--- config.mk ---
export PLATFORM = sky130hd
export DESIGN_NAME = radar_can_target_decoder_unit
export DESIGN_NICKNAME = d
export VERILOG_FILES = /design/src/rctd_pkg.sv /design/src/radar_can_target_decoder_unit.sv /design/src/rctd_front.sv /design/src/rctd_queue.sv /design/src/rctd_back.sv
export SDC_FILE = /design/constraint.sdc
export NUM_CORES = 1
export LEC_CHECK = 0
export BUFFER_PORTS_ARGS = -buffer_cell sky130_fd_sc_hd__buf_2
export CORE_ASPECT_RATIO = 1.5
export CORE_UTILIZATION = 53
export DETAILED_ROUTE_END_ITERATION = 10
export GPL_ROUTABILITY_DRIVEN = 1
export PLACE_DENSITY = 0.72
export SLEW_MARGIN = 15
export SYNTH_ARGS = -nofsm -noshare
export SYNTH_HDL_FRONTEND = slang
export SYNTH_SLANG_ARGS = --single-unit
--- constraint.sdc ---
create_clock -name clk -period 13.9 [get_ports clk]
set_clock_uncertainty 0.05 [all_clocks]
set_input_delay 2.085 -clock clk [delete_from_list [all_inputs] [get_ports clk]]
set_output_delay 2.085 -clock clk [all_outputs]
set_load 0.02 [all_outputs]
--- src/rctd_pkg.sv ---
package rctd_pkg;

  localparam logic [10:0] HEADER_ID_RESET = 11'h400;
  localparam logic [11:0] TARGET_WINDOW   = 12'h0FF;
  localparam int unsigned AngleOffset     = 511;

  localparam int unsigned QUEUE_DEPTH = 2;
  localparam int unsigned QUEUE_PTR_W = 1;
  localparam int unsigned QUEUE_CNT_W = 2;

  typedef enum logic [1:0] {
    HDR_TIMING   = 2'd0,
    HDR_SECONDS  = 2'd1,
    HDR_FRACTION = 2'd2,
    HDR_RESERVED = 2'd3
  } hdr_mode_t;

  typedef struct packed {
    logic [10:0] message_id;
    logic [63:0] message_data;
  } in_word_t;

  typedef struct packed {
    logic [7:0]         object_id;
    logic               last_in_frame;
    logic [14:0]        range_cm;
    logic [13:0]        radial_speed_cm_s;
    logic signed [14:0] azimuth_centideg;
    logic signed [12:0] elevation_centideg;
    logic [7:0]         target_count;
    logic [39:0]        cycle_number;
    logic [17:0]        cycle_duration_us;
    logic [31:0]        time_seconds;
    logic [31:0]        time_fraction;
    logic [31:0]        frame_number;
  } out_word_t;

  // Raw codes of one result, as they leave the decoding front.
  typedef struct packed {
    logic [7:0]  object_id;
    logic        last;
    logic        target;
    logic [12:0] range_code;
    logic [11:0] speed_code;
    logic [9:0]  azimuth_code;
    logic [9:0]  elevation_code;
    logic [7:0]  announced;
    logic [39:0] cycle_count;
    logic [11:0] duration_code;
    logic [31:0] seconds;
    logic [31:0] fraction;
    logic [31:0] frames;
  } job_t;

  typedef struct packed {
    logic full;
    logic not_empty;
  } q_status_t;

endpackage

--- src/radar_can_target_decoder_unit.sv ---
// A result word passes through the queue and then the output register after the message that causes it is accepted.
// Throughput: one message per cycle while in_stall is low; the two-entry queue lets the output stall without
// stopping input until the queue fills, and the output register is reloaded only when an entry is popped.
// Reset: rst is synchronous; it returns to the header phase, clears all held values and
// counters, empties the queue, drops out_valid and sets header_identifier to 0x400.
module radar_can_target_decoder_unit (
  input  logic                clk,
  input  logic                rst,
  input  logic                cfg_write,
  input  logic [10:0]         cfg_data,
  input  logic                in_valid,
  output logic                in_stall,
  input  rctd_pkg::in_word_t  in_word,
  output logic                out_valid,
  input  logic                out_stall,
  output rctd_pkg::out_word_t out_word
);

  logic                push;
  logic                pop;
  rctd_pkg::job_t      push_job;
  rctd_pkg::job_t      pop_job;
  rctd_pkg::q_status_t q_status;

  rctd_front u_front (
    .clk      (clk),
    .rst      (rst),
    .cfg_write(cfg_write),
    .cfg_data (cfg_data),
    .in_valid (in_valid),
    .in_word  (in_word),
    .q_status (q_status),
    .in_stall (in_stall),
    .push     (push),
    .push_job (push_job)
  );

  rctd_queue u_queue (
    .clk     (clk),
    .rst     (rst),
    .push    (push),
    .push_job(push_job),
    .pop     (pop),
    .pop_job (pop_job),
    .q_status(q_status)
  );

  rctd_back u_back (
    .clk      (clk),
    .rst      (rst),
    .pop_job  (pop_job),
    .q_status (q_status),
    .pop      (pop),
    .out_stall(out_stall),
    .out_valid(out_valid),
    .out_word (out_word)
  );

endmodule

--- src/rctd_front.sv ---
module rctd_front (
  input  logic               clk,
  input  logic               rst,
  input  logic               cfg_write,
  input  logic [10:0]        cfg_data,
  input  logic               in_valid,
  input  rctd_pkg::in_word_t in_word,
  input  rctd_pkg::q_status_t q_status,
  output logic               in_stall,
  output logic               push,
  output rctd_pkg::job_t     push_job
);

  logic [10:0] header_identifier;
  logic        in_target_phase, in_target_phase_next;
  logic [7:0]  targets_left, targets_left_next;
  logic [7:0]  announced_targets, announced_targets_next;
  logic [39:0] cycle_counter_held, cycle_counter_held_next;
  logic [11:0] duration_code_held, duration_code_held_next;
  logic [31:0] seconds_held, seconds_held_next;
  logic [31:0] fraction_held, fraction_held_next;
  logic [31:0] frames_done, frames_done_next;
  logic [12:0] range_code_held, range_code_held_next;
  logic [11:0] speed_code_held, speed_code_held_next;
  logic [9:0]  azimuth_code_held, azimuth_code_held_next;
  logic [7:0]  object_held, object_held_next;

  logic                accept;
  logic [10:0]         id;
  logic [63:0]         d;
  rctd_pkg::hdr_mode_t mode;
  logic                in_window;
  logic [10:0]         id_offset;
  logic                emit_last;
  logic                emit_target;
  logic [7:0]          emit_object;
  logic [9:0]          emit_elev;

  assign in_stall  = q_status.full;
  assign accept    = in_valid && !in_stall;
  assign id        = in_word.message_id;
  assign d         = in_word.message_data;
  assign mode      = rctd_pkg::hdr_mode_t'(d[63:62]);
  assign id_offset = id - header_identifier;
  // The upper bound is formed in 12 bits so it never wraps.
  assign in_window = (id > header_identifier) &&
                     ({1'b0, id} < ({1'b0, header_identifier} + rctd_pkg::TARGET_WINDOW));

  always_comb begin
    in_target_phase_next    = in_target_phase;
    targets_left_next       = targets_left;
    announced_targets_next  = announced_targets;
    cycle_counter_held_next = cycle_counter_held;
    duration_code_held_next = duration_code_held;
    seconds_held_next       = seconds_held;
    fraction_held_next      = fraction_held;
    frames_done_next        = frames_done;
    range_code_held_next    = range_code_held;
    speed_code_held_next    = speed_code_held;
    azimuth_code_held_next  = azimuth_code_held;
    object_held_next        = object_held;
    push        = 1'b0;
    emit_last   = 1'b0;
    emit_target = 1'b0;
    emit_object = 8'd0;
    emit_elev   = 10'd0;
    if (accept) begin
      if (!in_target_phase) begin
        if (id == header_identifier) begin
          case (mode)
            rctd_pkg::HDR_TIMING: begin
              announced_targets_next  = d[54:47];
              cycle_counter_held_next = d[46:7];
              duration_code_held_next = d[11:0];
            end
            rctd_pkg::HDR_SECONDS: begin
              seconds_held_next = d[31:0];
            end
            rctd_pkg::HDR_FRACTION: begin
              fraction_held_next = d[31:0];
              push = 1'b1;
              if (announced_targets == 8'd0) begin
                emit_last        = 1'b1;
                frames_done_next = frames_done + 32'd1;
              end else begin
                targets_left_next    = announced_targets;
                in_target_phase_next = 1'b1;
              end
            end
            default: begin
            end
          endcase
        end
      end else if (in_window) begin
        if (!d[0]) begin
          range_code_held_next   = d[13:1];
          speed_code_held_next   = d[50:39];
          azimuth_code_held_next = d[31:22];
          object_held_next       = id_offset[7:0];
        end else begin
          targets_left_next = targets_left - 8'd1;
          push        = 1'b1;
          emit_target = 1'b1;
          emit_object = object_held;
          emit_elev   = d[46:37];
          emit_last   = (targets_left_next == 8'd0);
          if (emit_last) begin
            frames_done_next     = frames_done + 32'd1;
            in_target_phase_next = 1'b0;
          end
        end
      end
    end
  end

  always_comb begin
    push_job.object_id      = emit_object;
    push_job.last           = emit_last;
    push_job.target         = emit_target;
    push_job.range_code     = range_code_held;
    push_job.speed_code     = speed_code_held;
    push_job.azimuth_code   = azimuth_code_held;
    push_job.elevation_code = emit_elev;
    push_job.announced      = announced_targets;
    push_job.cycle_count    = cycle_counter_held;
    push_job.duration_code  = duration_code_held;
    push_job.seconds        = seconds_held;
    push_job.fraction       = fraction_held_next;
    push_job.frames         = frames_done;
  end

  always_ff @(posedge clk) begin
    if (rst) begin
      header_identifier  <= rctd_pkg::HEADER_ID_RESET;
      in_target_phase    <= 1'b0;
      targets_left       <= '0;
      announced_targets  <= '0;
      cycle_counter_held <= '0;
      duration_code_held <= '0;
      seconds_held       <= '0;
      fraction_held      <= '0;
      frames_done        <= '0;
      range_code_held    <= '0;
      speed_code_held    <= '0;
      azimuth_code_held  <= '0;
      object_held        <= '0;
    end else begin
      if (cfg_write) begin
        header_identifier <= cfg_data;
      end
      in_target_phase    <= in_target_phase_next;
      targets_left       <= targets_left_next;
      announced_targets  <= announced_targets_next;
      cycle_counter_held <= cycle_counter_held_next;
      duration_code_held <= duration_code_held_next;
      seconds_held       <= seconds_held_next;
      fraction_held      <= fraction_held_next;
      frames_done        <= frames_done_next;
      range_code_held    <= range_code_held_next;
      speed_code_held    <= speed_code_held_next;
      azimuth_code_held  <= azimuth_code_held_next;
      object_held        <= object_held_next;
    end
  end

endmodule

--- src/rctd_queue.sv ---
module rctd_queue (
  input  logic                clk,
  input  logic                rst,
  input  logic                push,
  input  rctd_pkg::job_t      push_job,
  input  logic                pop,
  output rctd_pkg::job_t      pop_job,
  output rctd_pkg::q_status_t q_status
);

  rctd_pkg::job_t entries [rctd_pkg::QUEUE_DEPTH];
  logic [rctd_pkg::QUEUE_PTR_W-1:0] wr_ptr;
  logic [rctd_pkg::QUEUE_PTR_W-1:0] rd_ptr;
  logic [rctd_pkg::QUEUE_CNT_W-1:0] count, count_next;

  assign q_status.full      = (count == rctd_pkg::QUEUE_CNT_W'(rctd_pkg::QUEUE_DEPTH));
  assign q_status.not_empty = (count != '0);
  assign pop_job            = entries[rd_ptr];

  always_comb begin
    count_next = count;
    if (push && !pop) begin
      count_next = count + 1'b1;
    end else if (pop && !push) begin
      count_next = count - 1'b1;
    end
  end

  always_ff @(posedge clk) begin
    if (push) begin
      entries[wr_ptr] <= push_job;
    end
  end

  always_ff @(posedge clk) begin
    if (rst) begin
      wr_ptr <= '0;
      rd_ptr <= '0;
      count  <= '0;
    end else begin
      if (push) begin
        wr_ptr <= wr_ptr + 1'b1;
      end
      if (pop) begin
        rd_ptr <= rd_ptr + 1'b1;
      end
      count <= count_next;
    end
  end

`ifndef SYNTHESIS
  a_count_bound: assert property (@(posedge clk) disable iff (rst)
    count <= rctd_pkg::QUEUE_CNT_W'(rctd_pkg::QUEUE_DEPTH))
    else $error("queue count beyond depth");
  a_pop_not_empty: assert property (@(posedge clk) disable iff (rst)
    pop |-> count != '0)
    else $error("pop from empty queue");
  a_push_grows: assert property (@(posedge clk) disable iff (rst)
    (push && !pop) |=> count == $past(count) + 1'b1)
    else $error("queue count did not follow a push");
`endif

endmodule

--- src/rctd_back.sv ---
module rctd_back (
  input  logic                clk,
  input  logic                rst,
  input  rctd_pkg::job_t      pop_job,
  input  rctd_pkg::q_status_t q_status,
  output logic                pop,
  input  logic                out_stall,
  output logic                out_valid,
  output rctd_pkg::out_word_t out_word
);

  rctd_pkg::out_word_t result;
  logic [14:0] az_diff;
  logic [12:0] el_diff;

  assign pop = q_status.not_empty && (!out_valid || !out_stall);

  assign az_diff = {5'd0, pop_job.azimuth_code} - 15'(rctd_pkg::AngleOffset);
  assign el_diff = {3'd0, pop_job.elevation_code} - 13'(rctd_pkg::AngleOffset);

  always_comb begin
    result.object_id          = pop_job.object_id;
    result.last_in_frame      = pop_job.last;
    result.range_cm           = '0;
    result.radial_speed_cm_s  = '0;
    result.azimuth_centideg   = '0;
    result.elevation_centideg = '0;
    if (pop_job.target) begin
      result.range_cm           = {pop_job.range_code, 2'b00};
      result.radial_speed_cm_s  = {pop_job.speed_code, 2'b00};
      result.azimuth_centideg   = $signed({az_diff[10:0], 4'b0000});
      result.elevation_centideg = $signed({el_diff[10:0], 2'b00});
    end
    result.target_count      = pop_job.announced;
    result.cycle_number      = pop_job.cycle_count;
    result.cycle_duration_us = {pop_job.duration_code, 6'd0};
    result.time_seconds      = pop_job.seconds;
    result.time_fraction     = pop_job.fraction;
    result.frame_number      = pop_job.frames;
  end

  always_ff @(posedge clk) begin
    if (pop) begin
      out_word <= result;
    end
  end

  always_ff @(posedge clk) begin
    if (rst) begin
      out_valid <= 1'b0;
    end else if (pop) begin
      out_valid <= 1'b1;
    end else if (!out_stall) begin
      out_valid <= 1'b0;
    end
  end

endmodule

[After elaboration in Yosys (flattened, before gate mapping)]
Memory sizes are Yosys's and may differ from the RTL's. A register that Yosys moved wholly into a read port is not among the register bits.
Cells that the tools add are included.
Cells by class
  $add $sub $neg: 10
  magnitude comparators: 2
  equality and inequality tests: 9
  multiplexer cells: 55
  bitwise operators: 2
  reductions and logical operators: 24
Operators by type and width (number)
  32-bit two-way mux: 11
  8-bit two-way mux: 10
  10-bit two-way mux: 4
  32-bit by 1-bit adder with 32-bit output, second input constant: 1
  1-bit two-way mux: 28
  10-bit by 9-bit subtractor with 11-bit output, second input constant: 2
  8-bit logical NOT: 2
  11-bit by 8-bit adder with 12-bit output, second input constant: 1
  11-bit by 12-bit < comparator with 1-bit output: 1
  4-bit AND reduction: 3
  11-bit == test: 1
  11-bit > comparator: 1
  2-bit nonzero test: 5
  8-bit by 1-bit subtractor with 8-bit output, second input constant: 1
  8-bit subtractor: 1
  7-bit AND reduction: 1
  2-bit != test, second input constant: 3
  6-bit AND reduction: 1
  1-bit logical AND: 5
  1-bit logical NOT: 5
  2-bit == test, second input constant: 2
  2-bit two-way mux: 2
  2-bit by 1-bit != test with 1-bit output, second input constant: 2
  1-bit adder, second input constant: 2
  6 further kinds: 7
Storage, ports and cells
  register bits after elaboration: 446
  RAM bits: 422
  input bits: 91
  output and inout bits: 230
  word-level logic and storage cells: 136
  memories: 1
Memories
  u_queue.entries: depth 2, bits a word 211, read ports 1, clocked after memory_dff 1, wr ports 1, RTL line rctd_queue.sv:11  | rctd_pkg::job_t entries [rctd_pkg::QUEUE_DEPTH];

[Logic depth before layout (Yosys ltp)]
Gate-level depths: netlist of run 1.
  word-level depth: 10
  mapped depth: 16
  mapped depth without buffers: 16

[Modules after synthesis]
Synthesis of run 1 repeated with hierarchy kept, for this count alone.
Second synthesis, totals
  cells, all modules: 2116
  area, all modules: 32210.9 um2
By module, submodules not included
  rctd_queue: instances 1, cells each 678, area an instance 15502.4 um2, seq. area each 12772.2 um2
  rctd_front: instances 1, cells each 1103, area an instance 9561.7 um2, seq. area each 4284.1 um2
  rctd_back: instances 1, cells each 335, area an instance 7146.9 um2, seq. area each 6386.1 um2

[Worst setup path before layout of run 1]
No wires, ideal clock.
  kind: in2reg
  start point: input in_word[73] (netlist bit)
  end point: memory u_queue.entries[0][0] (netlist bit) (enable)
  library setup time: 0.799 ns
  arrival time: 12.806 ns
  required time: 13.051 ns
  path slack: 0.244 ns
  cell stages on the path: 8
  buffers on the path: 0
  path through: ha_1 -> nand4_2 -> or3_1 -> a31oi_1 -> o21a_1 -> nand3_1 -> o21ai_0 -> nor2b_1
On the way
  word-level cells in the longest chain between the ends: 7
  elaborated cells between the ends (all ways): 10
  those cells by class: 2 x order compare; 1 x eq/ne; 6 x mux; 1 x reduce/logical
Ends and longest elaborated chain
  from (decl): RTL line radar_can_target_decoder_unit.sv:13  | input rctd_pkg::in_word_t in_word,
  11-bit by 12-bit < comparator with 1-bit output / 11-bit > comparator (equally long branches): RTL line rctd_front.sv:47, rctd_front.sv:46
  1-bit logical AND: RTL line rctd_front.sv:46  | assign in_window = (id > header_identifier) &&
  1-bit two-way mux: RTL line rctd_front.sv:94  | end else if (in_window) begin
  1-bit two-way mux (*): RTL line rctd_front.sv:68  | if (!in_target_phase) begin
  1-bit two-way mux (*): RTL line rctd_front.sv:67  | if (accept) begin
  via push: RTL line radar_can_target_decoder_unit.sv:19  | logic push;
  1-bit two-way mux (*): RTL line rctd_queue.sv:30  | if (push) begin
  1-bit two-way mux (implied by the code) (*): RTL line rctd_queue.sv:31  | entries[wr_ptr] <= push_job;
  to (decl): RTL line rctd_queue.sv:11
Mark *: on every way through the listed nets, which the timed path passes. The rest lies on a longest branch.

[Final worst setup path of run 1]
  start point: input in_word[73] (netlist bit)
  end point: memory u_queue.entries[0][116] (netlist bit) (enable)
Same word-level chain as after synthesis.

==> results of run 1 <==
-- metrics by stage --
stage	setup WS [ps]	instances	hold slack, ps	total power, mW
after floorplan	244	2188	375	4.14
after global placement	6220	3157	380	4.52
after detailed placement	6120	3157	386	4.53
after CTS	6750	3293	403	6.51
after global routing	6490	3297	413	6.69
final	6860	3297	399	6.43
-- layout by cell type, fill, tap and decap left out, types with 21 or more instances in the layout --
cell type	n
sky130_fd_sc_hd__edfxtp_1	619
sky130_fd_sc_hd__nand2_1	322
sky130_fd_sc_hd__buf_2	296
sky130_fd_sc_hd__dfxtp_1	219
sky130_fd_sc_hd__mux2_2	167
sky130_fd_sc_hd__a21oi_1	144
sky130_fd_sc_hd__nor2_1	132
sky130_fd_sc_hd__mux2i_1	90
sky130_fd_sc_hd__clkbuf_16	74
sky130_fd_sc_hd__nor2b_1	32
sky130_fd_sc_hd__ha_1	29
sky130_fd_sc_hd__clkbuf_1	25
sky130_fd_sc_hd__inv_1	24
sky130_fd_sc_hd__xnor2_1	24
sky130_fd_sc_hd__and2_1	21
-- area by class of cell --
class / count / area share
Antenna cell: 3 / 0.000209
Clock buffer: 102 / 0.0553
Clock inverter: 34 / 0.00894
Inverter: 25 / 0.00282
Multi-Input combinational cell: 1203 / 0.221
Sequential cell: 839 / 0.640
Tap cell: 777 / 0.0270
Timing Repair Buffer: 314 / 0.0452
-- worst max path at each step --
stage / from / end / slack (ps) / depth (start not counted)
final: in_word[73] / u_queue.entries[0][116] / 6860 / 9
after floorplan: in_word[73] / u_queue.entries[0][0] / 240 / 8
after CTS: in_word[73] / u_queue.entries[0][83] / 6750 / 9
after global routing: in_word[73] / u_queue.entries[0][50] / 6490 / 9
after detailed placement: in_word[73] / u_queue.entries[0][116] / 6120 / 9
after global placement: in_word[73] / u_queue.entries[0][46] / 6220 / 9
-- critical path, delay by kind of cell --
family / cells / cell delay [ps]
AOI/OAI and AO/OA: 1 / 440
and+or+nand+nor: 4 / 2540
adders and majority gates: 1 / 330
buffers and inverters: 3 / 1720
-- flip-flops by register name (all words and copies together), names as in the netlist, 10 cells and up, named ones only --
signal                      cells
u_front.fraction_held          32
u_front.header_identifier      11
u_front.frames_done            32
u_front.range_code_held        13
u_front.seconds_held           32
u_queue.entries               412
u_back.out_word               207
u_front.speed_code_held        12
u_front.azimuth_code_held      10
u_front.cycle_counter_held     40
-- power groups by stage --
stage               Clock (mW)  Sequential (mW)  Combinational (mW)
global route              2.10             3.18                1.40
CTS                       2.01             3.17                1.33
detailed placement           0             3.22                1.32
floorplan                    0             3.50               0.633
finish                    1.97             3.16                1.30
global placement             0             3.22                1.30
-- cell families after synthesis --
| logic type | count (synthesis) |
|---|---|
| adder cells (fa/ha/maj) | 30 |
| AO/OA/AOI/OAI | 236 |
| multiplexers | 272 |
| AND/OR/NAND/NOR | 617 |
| XOR/XNOR | 32 |
| flip-flops | 839 |
| buffers and inverters | 146 |
| other | 1 |
-- routing by layer --
| layer | global-route usage | part of all wire |
|---|---|---|
| met3 | 0.0476 | 0.061 |
| met1 | 0.257 | 0.39 |
| met2 | 0.381 | 0.51 |
| met5 | 0 | 0.00026 |
| met4 | 0.101 | 0.036 |
==> results.md, run 1 <==
* Most area-hungry cell type in the Yosys netlist: sky130_fd_sc_hd__edfxtp_1
* Final-layout fill cell count at 4416
* Sum of routed wire length over all layers at 66100 um
* Core region area at 58800 um2
* Hold Violations, Final at 0
* Largest buffer count on any clock path at 3
* Detail-routed net length per standard cell at 20.1 um
* Endpoint arrival time on the critical path at roughly 7200 ps
* Pins Over Slew Limit at 0
* Cells traversed along the worst timing path: buf_2 > ha_1 > nand4_2 > nor4_4 > nand3_2 > o21ai_0 > nor2b_4 > buf_4 > buf_4
* Vias at 18.0k
* Area share of the largest cell type after synthesis at 0.590
* CTS root buf: sky130_fd_sc_hd__clkbuf_16
* Share of synthesized area occupied by flip-flops and latches at 0.730
* Detail Placement HPWL at about 39000 um
* Clock transition at the registers of the reported paths at about 60 ps
* Initial DRC count at slightly below 1k
* Worst reg2reg endpoint: u_queue.entries[0][116]
* XOR/XNOR Fraction of Synth Area at 0.00890
* ANT nets after route at 0
* Number of enable-type register cells in the synthesized netlist at around 620
* Multiplexer share of the synthesized area at 0.0937
* Cell types with the highest counts after synthesis: sky130_fd_sc_hd__edfxtp_1 (619), sky130_fd_sc_hd__nand2_1 (323), sky130_fd_sc_hd__dfxtp_1 (220), sky130_fd_sc_hd__mux2_2 (167), sky130_fd_sc_hd__a21oi_1 (144)
* Nets@finish at 2577
* Startpoint of the lowest-slack hold path: u_front.cycle_counter_held[33]
* Compound-cell area share of the yosys netlist at 0.0455
* Simple-gate area share of the yosys netlist at 0.0883
* Top-count cell post-synth: sky130_fd_sc_hd__edfxtp_1
* WP data required at 14080 ps
* Clock latency reported for the late side of the worst-skew pair at 620 ps
* Global placer's final weighted congestion at between 0.8 and 0.9
* Most frequent cell on the critical path: sky130_fd_sc_hd__buf_4
* Fraction of registers with async set/reset at 0
* Highest clock rate at about 0.14 GHz
* Number of storage elements in the synthesis netlist at 839
* Most used flip-flop cell after synthesis: sky130_fd_sc_hd__edfxtp_1
* Slew of the pin with the lowest slew margin at 1130 ps
* 1st-pass router iterations at 5
* Hold buffers post-CTS at 0
* Result of the run: complete, no violations
* Startpoint kind of the worst setup timing path: input port
* Share of the cycle needed by the critical path after routing at 0.507
* Area of all sequential standard cells at 23000 um2
* Overall Global Routing Usage at 0.218
* Share of power burned in combinational logic at 0.203
* Total number of yosys warnings at 0
* Path depth of the worst reg2reg path at 14
* Post-CTS resize count at 0
* Relative contribution of the clock network to total power at 0.306
* Setup repair after global routing missed its margin: false
* Highest-delay cell along the critical path: sky130_fd_sc_hd__nor2b_4
* Placement row count at ~110
* Horiz. Die Dim at 201 um
* Adder and majority gate portion of the synthesized area at 0.0122
* Clock tree sinks at 839
* Total setup buffers inserted after CTS at 0
* Dominant cells by area after synthesis: sky130_fd_sc_hd__edfxtp_1 (59%), sky130_fd_sc_hd__dfxtp_1 (14%), sky130_fd_sc_hd__mux2_2 (6.0%)
* Combinational family with the most area after synthesis: multiplexers
* Switching power of the nets at 1.82 mW
* Cell area power density at 179 nW/um2
* Minimum setup slack among reg-to-reg paths at 7380 ps
* Setup total negative slack at 0 ps
* Number of distinct library cells after synthesis at 67
* Die footprint at roughly 60000 um2
* Deepest level of the CTS H-tree at 3
* Layout overhead on the synthesized area at 14.2%
* Synthesized area divided by synthesized cell count at 14.5 um2
* Number of max-cap violations at 0
* Post-layout min period at a little over 7000 ps
* Final setup violation count at 0
* Largest net degree at the start of global routing at approximately 140
* Critical Path End Type: flip-flop
* Max-slew headroom at the worst pin at 0.246
* Overflow left after global routing at 0
* Port Buffer Count at 297
* Static Leak at ~13 nW
* Critical path's largest stage delay at about 960 ps
* Share of final-layout standard cells stronger than drive strength 1 at 0.248
* Total area of multi-input combinational cells at 7940 um2
* Net Sw Frac at 0.284
* Die Ht at 301 um
* Post-layout instance area at 36000 um2
* Class of the tightest hold or removal check: reg2reg
* Startpoint of the most critical register-to-register path: u_front.header_identifier[1]
* Starting utilization of the core area at 0.536
* Critical Setup Path Class: in2reg
* Syn Inst Count at 2173
* DR DRC count at 0
* TritonCTS clock tree: yes
* Design internal power at between 4 and 5 mW
* Largest voltage drop on the vdd net at 129 uV
* Reg power frac at 0.491
* Hold-critical path depth at 0
* Worst Hold Path EP: u_queue.entries[0][141]
* Ports at 321
* Post-detailed-route via-to-cell ratio at 5.46
* Fraction of the core area covered by cells at the end of the flow at 0.612
* Clock buffers created by TritonCTS at 73
* Critical path fanouts, max at 77
* Number of global-route vias before repair at roughly 18k
* Number of antenna violations at the first check in global routing at 4
* Global-route wire length before repair at 101000 um
* Post-synthesis instance area at 31500 um2
* Dpl cell area at 33600 um2
Power figures use the tool's default switching activity.
==> inputs of run 2 (changes only) <==
- ABC_AREA: unset -> 1
- clock period: 13.9 -> 6.2 ns (I/O delays scaled with it)
==> run 2 against run 1 <==
  * Non-clock buffer count rose by 6
  * Register-to-register slack got worse by 5400 ps
  * First-iteration DRC count is 21% higher
  * Sequential share of layout area shrank 1.9 points
  * Synthesized cell count rose by 32%
  * Area after synthesis up 2.8%
  * Final cell count grew 21%
  * Routed wire length grew 6.6%
  * Clock power is 140% higher
  * Critical path type is now reg2reg
  * Critical endpoint is now u_queue.entries[0][114]
==> results.md, run 2 <==
* Top-count cell post-synth: sky130_fd_sc_hd__nand2_1
* Layout overhead on the synthesized area at 14.5%
* Overall Global Routing Usage at 0.230
* Detail Placement HPWL at between 40000 and 50000 um
* Fraction of the core area covered by cells at the end of the flow at 0.616
* Largest net degree at the start of global routing at 207
* Starting utilization of the core area at 0.538
* Horiz. Die Dim at 204 um
* Critical Setup Path Class: reg2reg
* Static Leak at about 15 nW
* Placement row count at 110
* Die Ht at 305 um
* Largest buffer count on any clock path at 3
* Number of antenna violations at the first check in global routing at 1
* Number of max-cap violations at 0
* Share of synthesized area occupied by flip-flops and latches at 0.710
* Setup repair after global routing missed its margin: false
* Final-layout fill cell count at 4693
* Slew of the pin with the lowest slew margin at 1090 ps
* Class of the tightest hold or removal check: reg2reg
* Die footprint at 62100 um2
* DR DRC count at 0
* Fraction of registers with async set/reset at 0
* 1st-pass router iterations at 7
* Overflow left after global routing at 0
* Clock buffers created by TritonCTS at 74
* Design internal power at 10.8 mW
* Nets@finish at 3251
* Most used flip-flop cell after synthesis: sky130_fd_sc_hd__edfxtp_1
* CTS root buf: sky130_fd_sc_hd__clkbuf_16
* Core region area at 60100 um2
* Number of storage elements in the synthesis netlist at 839
* Post-route non-filler standard cell count at 3975
* Reg power frac at 0.468
* Number of distinct library cells after synthesis at 47
* Global-route wire length before repair at about 110000 um
* Registers with the most flip-flops: u_queue.entries: 412 flops, u_back.out_word: 207 flops, u_front.cycle_counter_held: 40 flops
* Most common cell after layout, fill and taps aside: sky130_fd_sc_hd__nand2_1
* Vias at 20.5k
* TritonCTS clock tree: yes
* Final hold slack at 395 ps
* Max-slew headroom at the worst pin at 0.271
* Critical Path End Type: flip-flop
* Port Buffer Count at 297
* Highest clock rate at between 0.2 and 0.25 GHz
* Cell count after placement at 3838
* Detail-routed net length per standard cell at ~18 um
* WP data required at 6400 ps
* Max reg flops at 412
* Ports at 321
* Cell types with the highest counts after synthesis: sky130_fd_sc_hd__nand2_1 (938), sky130_fd_sc_hd__edfxtp_1 (619), sky130_fd_sc_hd__nor2_1 (274), sky130_fd_sc_hd__dfxtp_1 (220), sky130_fd_sc_hd__inv_1 (194)
* Share of power burned in combinational logic at 0.230
* Cell area power density at 429 nW/um2
* Number of enable-type register cells in the synthesized netlist at between 600 and 700
* Result of the run: complete, no violations
* Sum of routed wire length over all layers at approximately 71000 um
* Clock tree sinks at 839
* Switching power of the nets at around 5.1 mW
* Total number of yosys warnings at 0
* Critical path fanouts, max at 89
* Initial DRC count at 1188
* Clock latency reported for the late side of the worst-skew pair at 630 ps
* Relative contribution of the clock network to total power at 0.302
* Net Sw Frac at 0.319
* Post-layout min period at 4240 ps
* Endpoint arrival time on the critical path at 4450 ps
* Deepest level of the CTS H-tree at 3
* Largest voltage drop on the vdd net at roughly 890 uV
* Total setup buffers inserted after CTS at 0
* Startpoint kind of the worst setup timing path: flip-flop
* Dominant cells by area after synthesis: sky130_fd_sc_hd__edfxtp_1 (57%), sky130_fd_sc_hd__dfxtp_1 (14%), sky130_fd_sc_hd__nand2_1 (11%)
* Pins Over Slew Limit at 0
* Most area-hungry cell type in the Yosys netlist: sky130_fd_sc_hd__edfxtp_1
* Hold buffers post-CTS at 0
* Final setup violation count at 0
* Hold Violations, Final at 0
* Number of global-route vias before repair at 20.5k
* Share of final-layout standard cells stronger than drive strength 1 at 0.158
* Post-CTS resize count at 0
* Post-synthesis instance area at 32400 um2
* ANT nets after route at 0
* Clock transition at the registers of the reported paths at ~60 ps
* Synthesized area divided by synthesized cell count at approximately 11 um2
* Top register by number of flip-flops: u_queue.entries
* Number of antenna repair diodes at 0
* Share of the cycle needed by the critical path after routing at 0.684
* Most used cells in the layout excluding fill and tap cells: sky130_fd_sc_hd__nand2_1 (938), sky130_fd_sc_hd__edfxtp_1 (619), sky130_fd_sc_hd__buf_2 (296)
* Dpl cell area at 34500 um2
* Global placer's final weighted congestion at 0.862
* Post-layout instance area at around 37000 um2
* Area share of the largest cell type after synthesis at 0.574
* Syn Inst Count at 2860
* Post-detailed-route via-to-cell ratio at 5.14
-- run 2: worst paths after layout --
| kind | from | slack, ps | depth (start not counted) | end |
|---|---|---|---|---|
| max reg2reg | u_front.header_identifier[0] | 1960 | 15 | u_queue.entries[0][114] |
| min | u_front.azimuth_code_held[2] | 400 | 0 | u_queue.entries[0][168] |
| max | u_front.header_identifier[0] | 1960 | 15 | u_queue.entries[0][114] |
| min reg2reg | u_front.azimuth_code_held[2] | 400 | 0 | u_queue.entries[0][168] |
-- run 2: logic make-up after synthesis --
logic type / count (synthesis) / synth area share
AO/OA/AOI/OAI: 245 / 0.0519
XOR/XNOR: 50 / 0.0135
adder cells (fa/ha/maj): 30 / 0.0118
buffers and inverters: 342 / 0.0453
flip-flops: 839 / 0.710
multiplexers: 6 / 0.00186
other: 1 / 0.000116
AND/OR/NAND/NOR: 1347 / 0.165
-- run 2: per-stage QoR --
stage	TNS, ps	power [mW]	worst slack [ps]
after CTS	0	16.1	1950
after detailed placement	0	11.3	1660
after global routing	0	16.6	1680
final	0	15.9	1960
after global placement	0	11.2	1760
after floorplan	-1006440	9.48	-2450
-- run 2: power groups by stage --
stage	Combinational, mW	Sequential, mW	Clock [mW]
floorplan	1.07	8.41	0
global placement	3.66	7.56	0
detailed placement	3.71	7.57	0
CTS	3.72	7.46	4.90
global route	3.98	7.50	5.12
finish	3.66	7.45	4.81
-- run 2: cell type report --
type / count / area, um2 / area share
timing repair buffer: 320 / 1740 / 0.0470
clock buffer: 100 / 2040 / 0.0551
sequential: 839 / 23000 / 0.621
multi-input combinational: 1694 / 8010 / 0.216
clock inverter: 37 / 509 / 0.0137
inverter: 201 / 767 / 0.0207
tap: 784 / 981 / 0.0265
-- run 2: critical path, stage by stage, from the launching register on --
cell,delay [ps]
sky130_fd_sc_hd__dfxtp_1,340
sky130_fd_sc_hd__inv_1,130
sky130_fd_sc_hd__ha_1,210
sky130_fd_sc_hd__nand3_1,130
sky130_fd_sc_hd__nor3_1,320
sky130_fd_sc_hd__nand2_1,180
sky130_fd_sc_hd__nand2_1,120
sky130_fd_sc_hd__xor2_1,160
sky130_fd_sc_hd__ha_1,280
sky130_fd_sc_hd__nand3b_1,110
sky130_fd_sc_hd__nand3_2,80
sky130_fd_sc_hd__nor2_4,120
sky130_fd_sc_hd__nand4_1,80
sky130_fd_sc_hd__buf_4,290
sky130_fd_sc_hd__a21oi_4,700
sky130_fd_sc_hd__buf_12,510
-- run 2: per-layer routing --
metal / share of wire / GRT usage / vias to the layer above
met5: 0.00014 / 0 / -
met4: 0.039 / 0.105 / 2
met3: 0.049 / 0.0377 / 133
met2: 0.52 / 0.410 / 557
met1: 0.39 / 0.271 / 9738
li1: - / - / 10021
